### src/rtl/dtfe4_pkg.sv
// Shared types, constants and arithmetic helpers of the decimal text parser.
// No dependencies; imported by every module of the block.
`default_nettype none

package dtfe4_pkg;

    // Number of fraction digits in the fixed-point format (scale 10^4).
    localparam int FRAC_PLACES     = 4;
    // Default depth of the token queue between front and back.
    localparam int DEF_QUEUE_DEPTH = 2;
    // Magnitude width: values up to 2^63-1.
    localparam int ACC_W           = 63;
    // Width of acc*10+digit before the range check.
    localparam int PROD_W          = ACC_W + 4;
    // Width of a fraction digit count or pad count.
    localparam int PAD_W           = $clog2(FRAC_PLACES + 1);

    // Character codes.
    localparam logic [7:0] CHAR_ZERO  = 8'h30;
    localparam logic [7:0] CHAR_NINE  = 8'h39;
    localparam logic [7:0] CHAR_MINUS = 8'h2D;
    localparam logic [7:0] CHAR_DOT   = 8'h2E;

    // Character classes found by the front part.
    typedef enum logic [2:0] {
        CLS_NONE,
        CLS_DIGIT,
        CLS_MINUS,
        CLS_DOT,
        CLS_OTHER
    } tok_class_t;

    // Result status codes.
    typedef enum logic [1:0] {
        ST_OK        = 2'd0,
        ST_MALFORMED = 2'd1,
        ST_OVERFLOW  = 2'd2
    } status_t;

    // One classified character word.
    typedef struct packed {
        tok_class_t cls;
        logic [3:0] digit;
        logic       last;
    } token_t;

    // A finished text on its way through the scaling pipeline.
    typedef struct packed {
        status_t            status;
        logic               neg;
        logic [ACC_W-1:0]   acc;
        logic [PAD_W-1:0]   pad;
    } fin_t;

    // acc*10 + d as a shift-add, wide enough to see any overflow.
    function automatic logic [PROD_W-1:0] times_ten_plus(input logic [ACC_W-1:0] acc,
                                                         input logic [3:0] d);
        logic [PROD_W-1:0] wide;
        wide = {{(PROD_W-ACC_W){1'b0}}, acc};
        return (wide << 3) + (wide << 1) + {{(PROD_W-4){1'b0}}, d};
    endfunction

    // True when a product no longer fits in 2^63-1.
    function automatic logic too_wide(input logic [PROD_W-1:0] prod);
        return prod[PROD_W-1:ACC_W] != '0;
    endfunction

endpackage

`default_nettype wire

### src/rtl/dtfe4_front.sv
// Front part: classifies each input character and registers it as a token word.
// Depends on dtfe4_pkg.
`default_nettype none

module dtfe4_front
    import dtfe4_pkg::*;
(
    input  wire logic       aclk,
    input  wire logic       aresetn,
    input  wire logic       s_valid,
    output logic            s_ready,
    input  wire logic [7:0] s_character,
    input  wire logic       s_last_char,
    input  wire logic       s_no_character,
    output logic            tok_valid,
    input  wire logic       tok_ready,
    output token_t          tok
);

    logic       valid_reg;
    logic       valid_next;
    token_t     tok_reg;
    token_t     tok_next;
    logic [7:0] char_off;
    logic       load;

    // Classify the incoming character.
    always_comb begin
        char_off      = s_character - CHAR_ZERO;
        tok_next.last = s_last_char;
        tok_next.digit = char_off[3:0];
        if (s_no_character) begin
            tok_next.cls = CLS_NONE;
        end else if (s_character inside {[CHAR_ZERO:CHAR_NINE]}) begin
            tok_next.cls = CLS_DIGIT;
        end else if (s_character == CHAR_MINUS) begin
            tok_next.cls = CLS_MINUS;
        end else if (s_character == CHAR_DOT) begin
            tok_next.cls = CLS_DOT;
        end else begin
            tok_next.cls = CLS_OTHER;
        end
    end

    // The register takes a new word whenever it is empty or being drained.
    assign s_ready    = !valid_reg || tok_ready;
    assign load       = s_valid && s_ready;
    assign valid_next = load || (valid_reg && !tok_ready);

    always_ff @(posedge aclk) begin
        if (!aresetn) begin
            valid_reg <= 1'b0;
        end else begin
            valid_reg <= valid_next;
        end
    end

    always_ff @(posedge aclk) begin
        if (load) begin
            tok_reg <= tok_next;
        end
    end

    assign tok_valid = valid_reg;
    assign tok       = tok_reg;

endmodule

`default_nettype wire

### src/rtl/dtfe4_queue.sv
// Short token queue that decouples the front part from the parser.
// Depends on dtfe4_pkg.
`default_nettype none

module dtfe4_queue
    import dtfe4_pkg::*;
#(
    parameter int DEPTH = DEF_QUEUE_DEPTH
) (
    input  wire logic   aclk,
    input  wire logic   aresetn,
    input  wire logic   in_valid,
    output logic        in_ready,
    input  wire token_t in_tok,
    output logic        out_valid,
    input  wire logic   out_ready,
    output token_t      out_tok
);

    localparam int PTR_W = $clog2(DEPTH);
    localparam int CNT_W = $clog2(DEPTH + 1);

    token_t             mem_reg [DEPTH];
    logic [PTR_W-1:0]   wr_ptr_reg;
    logic [PTR_W-1:0]   wr_ptr_next;
    logic [PTR_W-1:0]   rd_ptr_reg;
    logic [PTR_W-1:0]   rd_ptr_next;
    logic [CNT_W-1:0]   count_reg;
    logic [CNT_W-1:0]   count_next;
    logic               push;
    logic               pop;

    assign in_ready  = count_reg != CNT_W'(DEPTH);
    assign out_valid = count_reg != '0;
    assign out_tok   = mem_reg[rd_ptr_reg];
    assign push      = in_valid && in_ready;
    assign pop       = out_valid && out_ready;

    // Pointer wrap and fill count.
    always_comb begin
        wr_ptr_next = wr_ptr_reg;
        rd_ptr_next = rd_ptr_reg;
        count_next  = count_reg;
        if (push) begin
            wr_ptr_next = (wr_ptr_reg == PTR_W'(DEPTH - 1)) ? '0 : wr_ptr_reg + 1'b1;
        end
        if (pop) begin
            rd_ptr_next = (rd_ptr_reg == PTR_W'(DEPTH - 1)) ? '0 : rd_ptr_reg + 1'b1;
        end
        case ({push, pop})
            2'b10:   count_next = count_reg + 1'b1;
            2'b01:   count_next = count_reg - 1'b1;
            default: count_next = count_reg;
        endcase
    end

    always_ff @(posedge aclk) begin
        if (!aresetn) begin
            wr_ptr_reg <= '0;
            rd_ptr_reg <= '0;
            count_reg  <= '0;
        end else begin
            wr_ptr_reg <= wr_ptr_next;
            rd_ptr_reg <= rd_ptr_next;
            count_reg  <= count_next;
        end
    end

    // Storage write.
    always_ff @(posedge aclk) begin
        if (push) begin
            mem_reg[wr_ptr_reg] <= in_tok;
        end
    end

endmodule

`default_nettype wire

### src/rtl/dtfe4_parse.sv
// Back part: runs the grammar over token words and accumulates the digits.
// Depends on dtfe4_pkg.
`default_nettype none

module dtfe4_parse
    import dtfe4_pkg::*;
(
    input  wire logic   aclk,
    input  wire logic   aresetn,
    input  wire logic   tok_valid,
    output logic        tok_ready,
    input  wire token_t tok,
    output logic        fin_valid,
    input  wire logic   fin_ready,
    output fin_t        fin
);

    typedef enum logic [1:0] {
        PH_START,
        PH_WHOLE,
        PH_FRAC
    } phase_t;

    phase_t             phase_reg, phase_next;
    logic               neg_reg, neg_next;
    logic [ACC_W-1:0]   acc_reg, acc_next;
    logic               seen_reg, seen_next;
    logic               too_big_reg, too_big_next;
    logic               ovf_reg, ovf_next;
    logic [PAD_W-1:0]   fcount_reg, fcount_next;
    logic               malformed_reg, malformed_next;
    logic [PROD_W-1:0]  prod;
    logic               fire;

    // A last word needs room downstream; others are always taken.
    assign tok_ready = !tok.last || fin_ready;
    assign fire      = tok_valid && tok_ready;
    assign fin_valid = tok_valid && tok.last;

    // Whole and fraction digits share one accumulator, so it ends as
    // whole*10^k plus the fraction prefix.
    assign prod = times_ten_plus(acc_reg, tok.digit);

    // Grammar step for one word.
    always_comb begin
        phase_next     = phase_reg;
        neg_next       = neg_reg;
        acc_next       = acc_reg;
        seen_next      = seen_reg;
        too_big_next   = too_big_reg;
        ovf_next       = ovf_reg;
        fcount_next    = fcount_reg;
        malformed_next = malformed_reg;
        if (!malformed_reg && tok.cls != CLS_NONE) begin
            if (phase_reg == PH_FRAC) begin
                if (tok.cls == CLS_DIGIT && fcount_reg < PAD_W'(FRAC_PLACES)) begin
                    if (!ovf_reg) begin
                        if (too_wide(prod)) begin
                            ovf_next = 1'b1;
                        end else begin
                            acc_next = prod[ACC_W-1:0];
                        end
                    end
                    fcount_next = fcount_reg + 1'b1;
                end else begin
                    malformed_next = 1'b1;
                end
            end else begin
                if (tok.cls == CLS_DIGIT) begin
                    if (!too_big_reg) begin
                        if (too_wide(prod)) begin
                            too_big_next = 1'b1;
                        end else begin
                            acc_next = prod[ACC_W-1:0];
                        end
                    end
                    seen_next  = 1'b1;
                    phase_next = PH_WHOLE;
                end else if (tok.cls == CLS_MINUS && phase_reg == PH_START) begin
                    neg_next   = 1'b1;
                    phase_next = PH_WHOLE;
                end else if (tok.cls == CLS_DOT && seen_reg) begin
                    phase_next = PH_FRAC;
                end else begin
                    malformed_next = 1'b1;
                end
            end
        end
    end

    // Finished text record, built from the state after this word.
    always_comb begin
        fin.neg = neg_next;
        fin.acc = acc_next;
        fin.pad = PAD_W'(FRAC_PLACES) - fcount_next;
        if (malformed_next || !seen_next || too_big_next ||
            (phase_next == PH_FRAC && fcount_next == '0)) begin
            fin.status = ST_MALFORMED;
        end else if (ovf_next) begin
            fin.status = ST_OVERFLOW;
        end else begin
            fin.status = ST_OK;
        end
    end

    // Parser state; a last word returns everything to the start.
    always_ff @(posedge aclk) begin
        if (!aresetn || (fire && tok.last)) begin
            phase_reg     <= PH_START;
            neg_reg       <= 1'b0;
            acc_reg       <= '0;
            seen_reg      <= 1'b0;
            too_big_reg   <= 1'b0;
            ovf_reg       <= 1'b0;
            fcount_reg    <= '0;
            malformed_reg <= 1'b0;
        end else if (fire) begin
            phase_reg     <= phase_next;
            neg_reg       <= neg_next;
            acc_reg       <= acc_next;
            seen_reg      <= seen_next;
            too_big_reg   <= too_big_next;
            ovf_reg       <= ovf_next;
            fcount_reg    <= fcount_next;
            malformed_reg <= malformed_next;
        end
    end

endmodule

`default_nettype wire

### src/rtl/dtfe4_finish.sv
// Finishing pipeline: pads the fraction by steps of ten, applies the sign and
// holds the result word. Depends on dtfe4_pkg.
`default_nettype none

module dtfe4_finish
    import dtfe4_pkg::*;
(
    input  wire logic         aclk,
    input  wire logic         aresetn,
    input  wire logic         fin_valid,
    output logic              fin_ready,
    input  wire fin_t         fin,
    output logic              m_valid,
    input  wire logic         m_ready,
    output logic signed [63:0] m_fixed_value,
    output logic [1:0]        m_status
);

    localparam int NSTAGE = FRAC_PLACES;

    fin_t               stg_reg       [NSTAGE];
    logic               stg_valid_reg [NSTAGE];
    fin_t               stg_in        [NSTAGE];
    logic               stg_in_valid  [NSTAGE];
    logic               rdy           [NSTAGE+1];
    logic               m_valid_reg;
    logic signed [63:0] m_fixed_value_reg;
    logic signed [63:0] m_fixed_value_next;
    logic [1:0]         m_status_reg;
    fin_t               tail;
    logic [63:0]        magnitude;

    // One padding step: multiply by ten while digits are missing.
    function automatic fin_t scale_step(input fin_t f);
        fin_t              r;
        logic [PROD_W-1:0] p;
        r = f;
        p = times_ten_plus(f.acc, 4'd0);
        if (f.status == ST_OK && f.pad != '0) begin
            if (too_wide(p)) begin
                r.status = ST_OVERFLOW;
            end
            r.acc = p[ACC_W-1:0];
            r.pad = f.pad - 1'b1;
        end
        return r;
    endfunction

    assign rdy[NSTAGE] = !m_valid_reg || m_ready;
    assign fin_ready   = rdy[0];

    // Padding stages, each one shift-add with its own register.
    for (genvar g = 0; g < NSTAGE; g++) begin : g_stage
        if (g == 0) begin : g_first
            assign stg_in[g]       = fin;
            assign stg_in_valid[g] = fin_valid;
        end else begin : g_rest
            assign stg_in[g]       = stg_reg[g-1];
            assign stg_in_valid[g] = stg_valid_reg[g-1];
        end

        assign rdy[g] = !stg_valid_reg[g] || rdy[g+1];

        always_ff @(posedge aclk) begin
            if (!aresetn) begin
                stg_valid_reg[g] <= 1'b0;
            end else if (rdy[g]) begin
                stg_valid_reg[g] <= stg_in_valid[g];
            end
        end

        always_ff @(posedge aclk) begin
            if (rdy[g]) begin
                stg_reg[g] <= scale_step(stg_in[g]);
            end
        end
    end

    // Sign and status gating for the result word.
    assign tail      = stg_reg[NSTAGE-1];
    assign magnitude = {1'b0, tail.acc};

    always_comb begin
        if (tail.status != ST_OK) begin
            m_fixed_value_next = '0;
        end else if (tail.neg) begin
            m_fixed_value_next = -$signed(magnitude);
        end else begin
            m_fixed_value_next = $signed(magnitude);
        end
    end

    // Output register.
    always_ff @(posedge aclk) begin
        if (!aresetn) begin
            m_valid_reg <= 1'b0;
        end else if (rdy[NSTAGE]) begin
            m_valid_reg <= stg_valid_reg[NSTAGE-1];
        end
    end

    always_ff @(posedge aclk) begin
        if (rdy[NSTAGE]) begin
            m_fixed_value_reg <= m_fixed_value_next;
            m_status_reg      <= tail.status;
        end
    end

    assign m_valid       = m_valid_reg;
    assign m_fixed_value = m_fixed_value_reg;
    assign m_status      = m_status_reg;

endmodule

`default_nettype wire

### src/rtl/decimal_text_to_fixed_e4_top.sv
// Decimal text to fixed point (scale 10000), one character word per cycle.
// The block takes one character per clock cycle without gaps as long as the
// result side keeps up. The word carrying last_char passes the front register,
// the token queue, four padding stages that multiply by ten by shift-add, the
// first of which also takes the parser step, and the output register before
// m_valid rises. The sustained rate is set by the parser, which updates its
// accumulator once per word. fixed_value is zero unless status is ok (0); 1
// means malformed text or a whole part beyond 2^63-1, and 2 means the scaled
// value exceeds 2^63-1.
// Depends on dtfe4_pkg, dtfe4_front, dtfe4_queue, dtfe4_parse, dtfe4_finish.
`default_nettype none

module decimal_text_to_fixed_e4_top
    import dtfe4_pkg::*;
#(
    parameter int QUEUE_DEPTH = DEF_QUEUE_DEPTH
) (
    input  wire logic          aclk,
    input  wire logic          aresetn,
    input  wire logic          s_valid,
    output logic               s_ready,
    input  wire logic [7:0]    s_character,
    input  wire logic          s_last_char,
    input  wire logic          s_no_character,
    output logic               m_valid,
    input  wire logic          m_ready,
    output logic signed [63:0] m_fixed_value,
    output logic [1:0]         m_status
);

    logic   f_valid;
    logic   f_ready;
    token_t f_tok;
    logic   q_valid;
    logic   q_ready;
    token_t q_tok;
    logic   fin_valid;
    logic   fin_ready;
    fin_t   fin;

    // Character classification.
    dtfe4_front u_front (
        .aclk           (aclk),
        .aresetn        (aresetn),
        .s_valid        (s_valid),
        .s_ready        (s_ready),
        .s_character    (s_character),
        .s_last_char    (s_last_char),
        .s_no_character (s_no_character),
        .tok_valid      (f_valid),
        .tok_ready      (f_ready),
        .tok            (f_tok)
    );

    // Decoupling queue.
    dtfe4_queue #(
        .DEPTH (QUEUE_DEPTH)
    ) u_queue (
        .aclk      (aclk),
        .aresetn   (aresetn),
        .in_valid  (f_valid),
        .in_ready  (f_ready),
        .in_tok    (f_tok),
        .out_valid (q_valid),
        .out_ready (q_ready),
        .out_tok   (q_tok)
    );

    // Grammar and digit accumulation.
    dtfe4_parse u_parse (
        .aclk      (aclk),
        .aresetn   (aresetn),
        .tok_valid (q_valid),
        .tok_ready (q_ready),
        .tok       (q_tok),
        .fin_valid (fin_valid),
        .fin_ready (fin_ready),
        .fin       (fin)
    );

    // Padding, sign and result word.
    dtfe4_finish u_finish (
        .aclk          (aclk),
        .aresetn       (aresetn),
        .fin_valid     (fin_valid),
        .fin_ready     (fin_ready),
        .fin           (fin),
        .m_valid       (m_valid),
        .m_ready       (m_ready),
        .m_fixed_value (m_fixed_value),
        .m_status      (m_status)
    );

endmodule

`default_nettype wire

### config.mk
export PLATFORM = sky130hd
export DESIGN_NAME = decimal_text_to_fixed_e4_top
export DESIGN_NICKNAME = d
export VERILOG_FILES = /design/src/rtl/dtfe4_pkg.sv /design/src/rtl/dtfe4_front.sv /design/src/rtl/dtfe4_queue.sv /design/src/rtl/dtfe4_parse.sv /design/src/rtl/dtfe4_finish.sv /design/src/rtl/decimal_text_to_fixed_e4_top.sv
export SDC_FILE = /design/constraint.sdc
export NUM_CORES = 2
export LEC_CHECK = 0
export ABC_AREA = 1
export BUFFER_PORTS_ARGS = -buffer_cell sky130_fd_sc_hd__buf_2
export CAP_MARGIN = 40
export CORE_MARGIN = 5
export CORE_UTILIZATION = 35
export CTS_CLUSTER_DIAMETER = 80
export DETAILED_ROUTE_END_ITERATION = 6
export GPL_TIMING_DRIVEN = 0
export RECOVER_POWER = 100
export SLEW_MARGIN = 20
export SYNTH_ARGS = -nofsm -noshare
export SYNTH_HDL_FRONTEND = slang
export SYNTH_HIERARCHICAL = 1
export SYNTH_SLANG_ARGS = --single-unit
### constraint.sdc
create_clock -name aclk -period 11.6 [get_ports aclk]
set_input_delay 2.32 -clock aclk [delete_from_list [all_inputs] [get_ports aclk]]
set_output_delay 2.32 -clock aclk [all_outputs]
set_load 0.01 [all_outputs]
# ---- Word-level counts from Yosys, hierarchy flattened
# Memory sizes are Yosys's and may differ from the RTL's. A register that Yosys moved wholly into a read port is not among the register bits.
# Index checks and enable logic that the tools add are counted.
dict set report op_classes {
  bitwise 5
  mux 91
  n_reduce_logical 61
  add_sub_neg 18
  eq_ne 10
  n_lt_le_gt_ge 3
}
# op count
set op_table {}
lappend op_table {{$mux 66} 8}
lappend op_table {{$mux 63} 8}
lappend op_table {{$add 66x64->67} 5}
lappend op_table {{$add 67x4->67} 1}
lappend op_table {{$neg 63->64} 1}
lappend op_table {{$mux 1} 50}
lappend op_table {{$mux 2} 20}
lappend op_table {{$reduce_bool 4->1} 5}
lappend op_table {{$eq 8x6->1 const B} 2}
lappend op_table {{$logic_and 1x1->1} 16}
lappend op_table {{$reduce_bool 3->1} 5}
lappend op_table {{$logic_or 1x1->1} 12}
lappend op_table {{$mux 3} 4}
lappend op_table {{$sub 3x1->3 const B} 4}
lappend op_table {{$logic_not 1->1} 11}
lappend op_table {{$logic_not 2->1} 5}
lappend op_table {{$ge 8x6->1 const B} 1}
lappend op_table {{$le 8x6->1 const B} 1}
lappend op_table {{$eq 2x2->1 const B} 3}
lappend op_table {{$eq 3x2->1 const B} 2}
lappend op_table {{$reduce_bool 2->1} 3}
lappend op_table {{$or 1x1->1} 4}
lappend op_table {{$pmux 2 s2} 1}
lappend op_table {{$reduce_or 2->1} 2}
lappend op_table {{other kinds (13)} 14}
dict set report totals {
  in_bits 14
  ramBits 296
  regBits 153
  memories 3
  wordCells 212
}
# memory depth width rd rd_clocked_by_memory_dff write_ports line
set memory_table {}
lappend memory_table {u_finish.stg_reg 4 69 4 0 4 dtfe4_finish.sv:21} ;# fin_t stg_reg [NSTAGE];
lappend memory_table {u_queue.mem_reg 2 8 1 1 1 dtfe4_queue.sv:23} ;# token_t mem_reg [DEPTH];
lappend memory_table {u_finish.stg_valid_reg 4 1 4 0 4 dtfe4_finish.sv:22} ;# logic stg_valid_reg [NSTAGE];

# ---- Depth between registers and ports, before layout
dict set report logic_depth {
  depth_word 15
  mapped_depth 46
  mapped_depth_nobuf 43
}

# ---- Modules after synthesis
# Netlist, hierarchy kept.
# mod cells_per_inst area_each_um2 n_inst
set modules_own_cells {}
lappend modules_own_cells {dtfe4_finish 5495 34923.5 1}
lappend modules_own_cells {dtfe4_parse 2374 12732.2 1}
lappend modules_own_cells {dtfe4_queue 61 839.6 1}
lappend modules_own_cells {dtfe4_front 42 436.7 1}

# ---- Worst setup path after synthesis
# Ideal clock, no wire load.
dict set report synth_timing {
  path_type {input to register}
  from {in m_ready}
  to {reg u_parse.fcount_reg[1]}
  t_arrival_ns 9.902
  slack_ns 1.582
  path_stages 17
  required_ns 11.484
  cell_sequence {nor2_1 > inv_1 > nor2_1 > nand2_1 > nor2_1 > inv_1 > nor2_1 > inv_1 > inv_1 > nand2_1 > nand2_1 > inv_1 > clkbuf_1 > clkbuf_1 > nand2_1 > o211ai_1 > inv_1}
}
# item line
set synth_rtl {}
lappend synth_rtl {{from (decl)} decimal_text_to_fixed_e4_top.sv:26} ;# input wire logic m_ready,
lappend synth_rtl {{to (signal assigned)} dtfe4_parse.sv:124} ;# fcount_reg <= fcount_next;
lappend synth_rtl {{to (decl)} dtfe4_parse.sv:30} ;# logic [PAD_W-1:0] fcount_reg, fcount_next;

==> impl_metrics.sql <==
INSERT INTO impl_metrics (metric_group, metric, value, unit) VALUES
('global_routing', 'globalRouteOverflowTotal', '0', ''),
('timing', 'slew_headroom', '-123', '%'),
('setup_path', 'timing.setup.critical_path_class', 'register to register', ''),
('synth', 'synth_enable_flop_cells', '366', ''),
('synth', 'syn_avg_cell_area', '6.14', 'sq um'),
('run_status', 'failed_checks', 'design-rule violations, max-capacitance violations, max-slew violations', ''),
('global_routing', 'largest_net_degree_at_the_start_of_global_routing', '64', ''),
('final_layout', 'largest_reg_flops', '273', ''),
('timing', 'fmax', '111', 'MHz'),
('timing', 'final.period_utilization', '77.5', '%'),
('job', 'drv.max_cap_violation_count', '4', ''),
('final_layout', 'finalNonFillerCells', '10000', ''),
('timing', 'timing.final.ws_setup', '2610', 'ps'),
('timing', 'rsz0062_at_grt', 'no', ''),
('clocking', 'numCtsBuffers', '54', ''),
('setup_path', 'timing.critical_path.slowest_stage_cell', 'sky130_fd_sc_hd__nor2_1', ''),
('detailed_routing', 'route.detailed.drc', '3', ''),
('setup_path', 'slowest_delay', '1020', 'ps'),
('timing', 'maxSlewViolCount', '244', ''),
('global_routing', 'grt_use_total', '24.1', '%'),
('synth', 'synthCells', '7972', ''),
('die', 'die_h', '384', 'um'),
('die', 'ios', '82', ''),
('detailed_routing', 'drt-initial-drc-count', '4420', ''),
('detailed_routing', 'drt_first_pass_iters', '7', ''),
('die', 'floorplan.core_area', '139000', 'sq um'),
('synth', 'share_of_the_yosys_chip_area_belonging_to_registers', '25.8', '%'),
('worst_hold_path', 'worstHoldStart', 'u_finish/stg_reg[0][66]', ''),
('final_layout', 'insertedDiodeCount', '0', ''),
('place', 'post_place_setup_slack', '4510', 'ps'),
('setup_path', 'crit_arrival', '9350', 'ps'),
('synth', 'synth.cell_area', '48900', 'sq um'),
('timing', 'worst_clk_skew', '51.1', 'ps'),
('global_routing', 'antenna_found_initial', '0', ''),
('synth', 'synthDominantAreaCellType', 'sky130_fd_sc_hd__edfxtp_1', ''),
('setup_path', 'timing.critical_path.buf_inv', '4', ''),
('detailed_routing', 'routed-via-count', '51500', ''),
('run_status', 'outcome', 'complete, but fails checks', ''),
('clocking', 'clock_slew_at_the_register_clock_pins_of_the_worst_setup_and_hold_paths', '60', 'ps'),
('place', 'io_buffer_count', '81', ''),
('synth', 'synth-main-ff-cell', 'sky130_fd_sc_hd__edfxtp_1', ''),
('worst_hold_path', 'hold_depth', '0', ''),
('synth', 'yosys_warnings', '6', ''),
('synth', 'async_flop_share', '0', '%'),
('clocking', 'cts.sinks', '447', ''),
('place', 'gp_congestion', '0.974', ''),
('clocking', 'ctsRootBufferMaster', 'sky130_fd_sc_hd__clkbuf_16', ''),
('clocking', 'tritoncts_clock_tree', 'done', ''),
('die', 'design.die.area', '147000', 'sq um'),
('die', 'floorplan.die.width', '384', 'um'),
('setup_path', 'timing.critical_path.required', '11960', 'ps'),
('final_layout', 'post_route_utilization', '38.4', '%'),
('worst_hold_path', 'min_delay_worst_endpoint', 'u_finish/stg_reg[1][66]', ''),
('die', 'initial_core_util', '35.2', '%'),
('global_routing', 'number_of_global_route_vias_before_repair', '48500', ''),
('final_layout', 'final_layout_size_suffix_gt1_share', '3.55', '%'),
('synth', 'synth_largest_type_area_fraction', '22.5', '%'),
('clocking', 'cts_hold_repair.buffers', '0', ''),
('die', 'row_count', '137', ''),
('clocking', 'clkLatencyLatePin', '670', 'ps'),
('setup_path', 'r2r_end', 'u_finish/stg_reg[0][55]', ''),
('setup_path', 'timing.critical_path.from_type', 'register', ''),
('worst_hold_path', 'hold_path.class', 'register to register', ''),
('synth', 'yosys_reg_bits', '447', ''),
('detailed_routing', 'vias_per_cell', '5.13', ''),
('final_layout', 'nNetsFinal', '8526', ''),
('place', 'dpl.cell_count', '9944', ''),
('synth', 'synth.area.top_cells', 'sky130_fd_sc_hd__edfxtp_1, sky130_fd_sc_hd__nand2_1, sky130_fd_sc_hd__ha_1', ''),
('clocking', 'cts_max_level', '2', ''),
('detailed_routing', 'finalWirelength', '184', 'mm'),
('timing', 'hold_viol', '0', '');
## synth_stat cells, types with 5 or more instances
cell type / n
sky130_fd_sc_hd__dfxtp_1: 81
sky130_fd_sc_hd__and2_1: 11
sky130_fd_sc_hd__inv_1: 1155
sky130_fd_sc_hd__xor2_1: 65
sky130_fd_sc_hd__nor3_1: 111
sky130_fd_sc_hd__mux2_2: 8
sky130_fd_sc_hd__nand2_1: 2680
sky130_fd_sc_hd__buf_2: 18
sky130_fd_sc_hd__nand3_1: 565
sky130_fd_sc_hd__a21oi_2: 5
sky130_fd_sc_hd__ha_1: 380
sky130_fd_sc_hd__and3_1: 15
sky130_fd_sc_hd__clkbuf_1: 140
sky130_fd_sc_hd__fa_1: 6
sky130_fd_sc_hd__a31oi_1: 24
sky130_fd_sc_hd__a21oi_1: 627
sky130_fd_sc_hd__o21ai_2: 7
sky130_fd_sc_hd__nor2_2: 17
sky130_fd_sc_hd__nor4_1: 20
sky130_fd_sc_hd__o211ai_1: 5
sky130_fd_sc_hd__o21bai_1: 101
sky130_fd_sc_hd__nand4_1: 33
sky130_fd_sc_hd__or2_1: 5
sky130_fd_sc_hd__nor2_1: 822
sky130_fd_sc_hd__a21boi_0: 8
sky130_fd_sc_hd__o21ai_1: 17
sky130_fd_sc_hd__nand3_2: 5
sky130_fd_sc_hd__inv_2: 37
sky130_fd_sc_hd__nand2_2: 59
sky130_fd_sc_hd__a21o_1: 10
sky130_fd_sc_hd__or2_2: 31
sky130_fd_sc_hd__o21ai_0: 321
sky130_fd_sc_hd__o21a_1: 5
sky130_fd_sc_hd__edfxtp_1: 366
sky130_fd_sc_hd__xnor2_1: 116
sky130_fd_sc_hd__nand3b_1: 49
## how the worst max path moves through the flow
stage | depth (start not counted) | start | endpoint
after floorplan | 17 | m_ready | u_parse/fcount_reg[1]
after global placement | 16 | m_ready | u_parse/acc_reg[57]
after detailed placement | 39 | register | u_finish/stg_reg[0][56]
after CTS | 39 | register | u_finish/stg_reg[0][56]
after global routing | 39 | register | u_finish/stg_reg[0][55]
final | 39 | register | u_finish/stg_reg[0][55]
## routing by layer
layer | routed length [um] | GRT usage [%]
met3 | 9620 | 1.99
met2 | 87700 | 42.5
met5 | 0 | 0
met1 | 81000 | 31.4
met4 | 6180 | 7.44
## placed cells by master (no fill, tap or decap), drive strengths merged, types with 2 or more instances in the layout
cell         n
clkinvlp     9
buf         37
edfxtp     366
o2111ai      2
clkinv      25
a21oi      632
o211ai       5
nor4        21
nor3b        3
dfxtp       81
and2        11
nor3       115
or2         36
nand2     2743
ha         380
and3        15
xnor2      116
o21ai      346
a21o        10
mux2         8
inv       1195
nand3      570
nand3b      50
o31ai        4
a31oi       24
o21bai     101
bufinv       7
o21a         6
clkbuf     290
xor2        65
fa           6
nor2       844
a21boi       9
nand4       34
## worst register-to-register path, delay by kind of cell, from the launching register on
family	cells	cell delay (ps)
DFF	1	310
muxes	1	390
adders and majority gates	4	1350
buffers and inverters	4	1510
and+or+nand+nor	28	4260
AOI/OAI and AO/OA	2	840
## final cells by class
| cell class | count | area [sq um] |
|---|---|---|
| Fill cell | 15400 | 85700 |
| Multi-Input combinational cell | 6161 | 31000 |
| Sequential cell | 447 | 12600 |
| Inverter | 1196 | 4500 |
| Tap cell | 1876 | 2350 |
| Clock buffer | 61 | 1410 |
| Buffer | 168 | 702 |
| Clock inverter | 40 | 499 |
| Timing Repair Buffer | 98 | 447 |
## cell families (layout without fill, tap and decap cells)
group           count (synthesis)  in the layout  share of synthesized area (%)
mux                             9              9                          0.205
fa+ha+maj                     386            386                           9.96
simple gates                 4442           4442                           37.5
flops                         447            447                           25.8
compound gates               1143           1143                           12.6
buf+inv                      1364           1563                           10.7
xor+xnor                      181            181                           3.24
## through the flow
stage / area, sq um / hold WS [ps]
floorplan: 48900 / 400
global placement: 51700 / 405
detailed placement: 51900 / 406
CTS: 53800 / 421
global route: 53500 / 440
finish: 53500 / 418
Power is left out: the tool's default activity adds up to more than one toggle a clock period on the data nets, which glitch-free logic cannot reach.
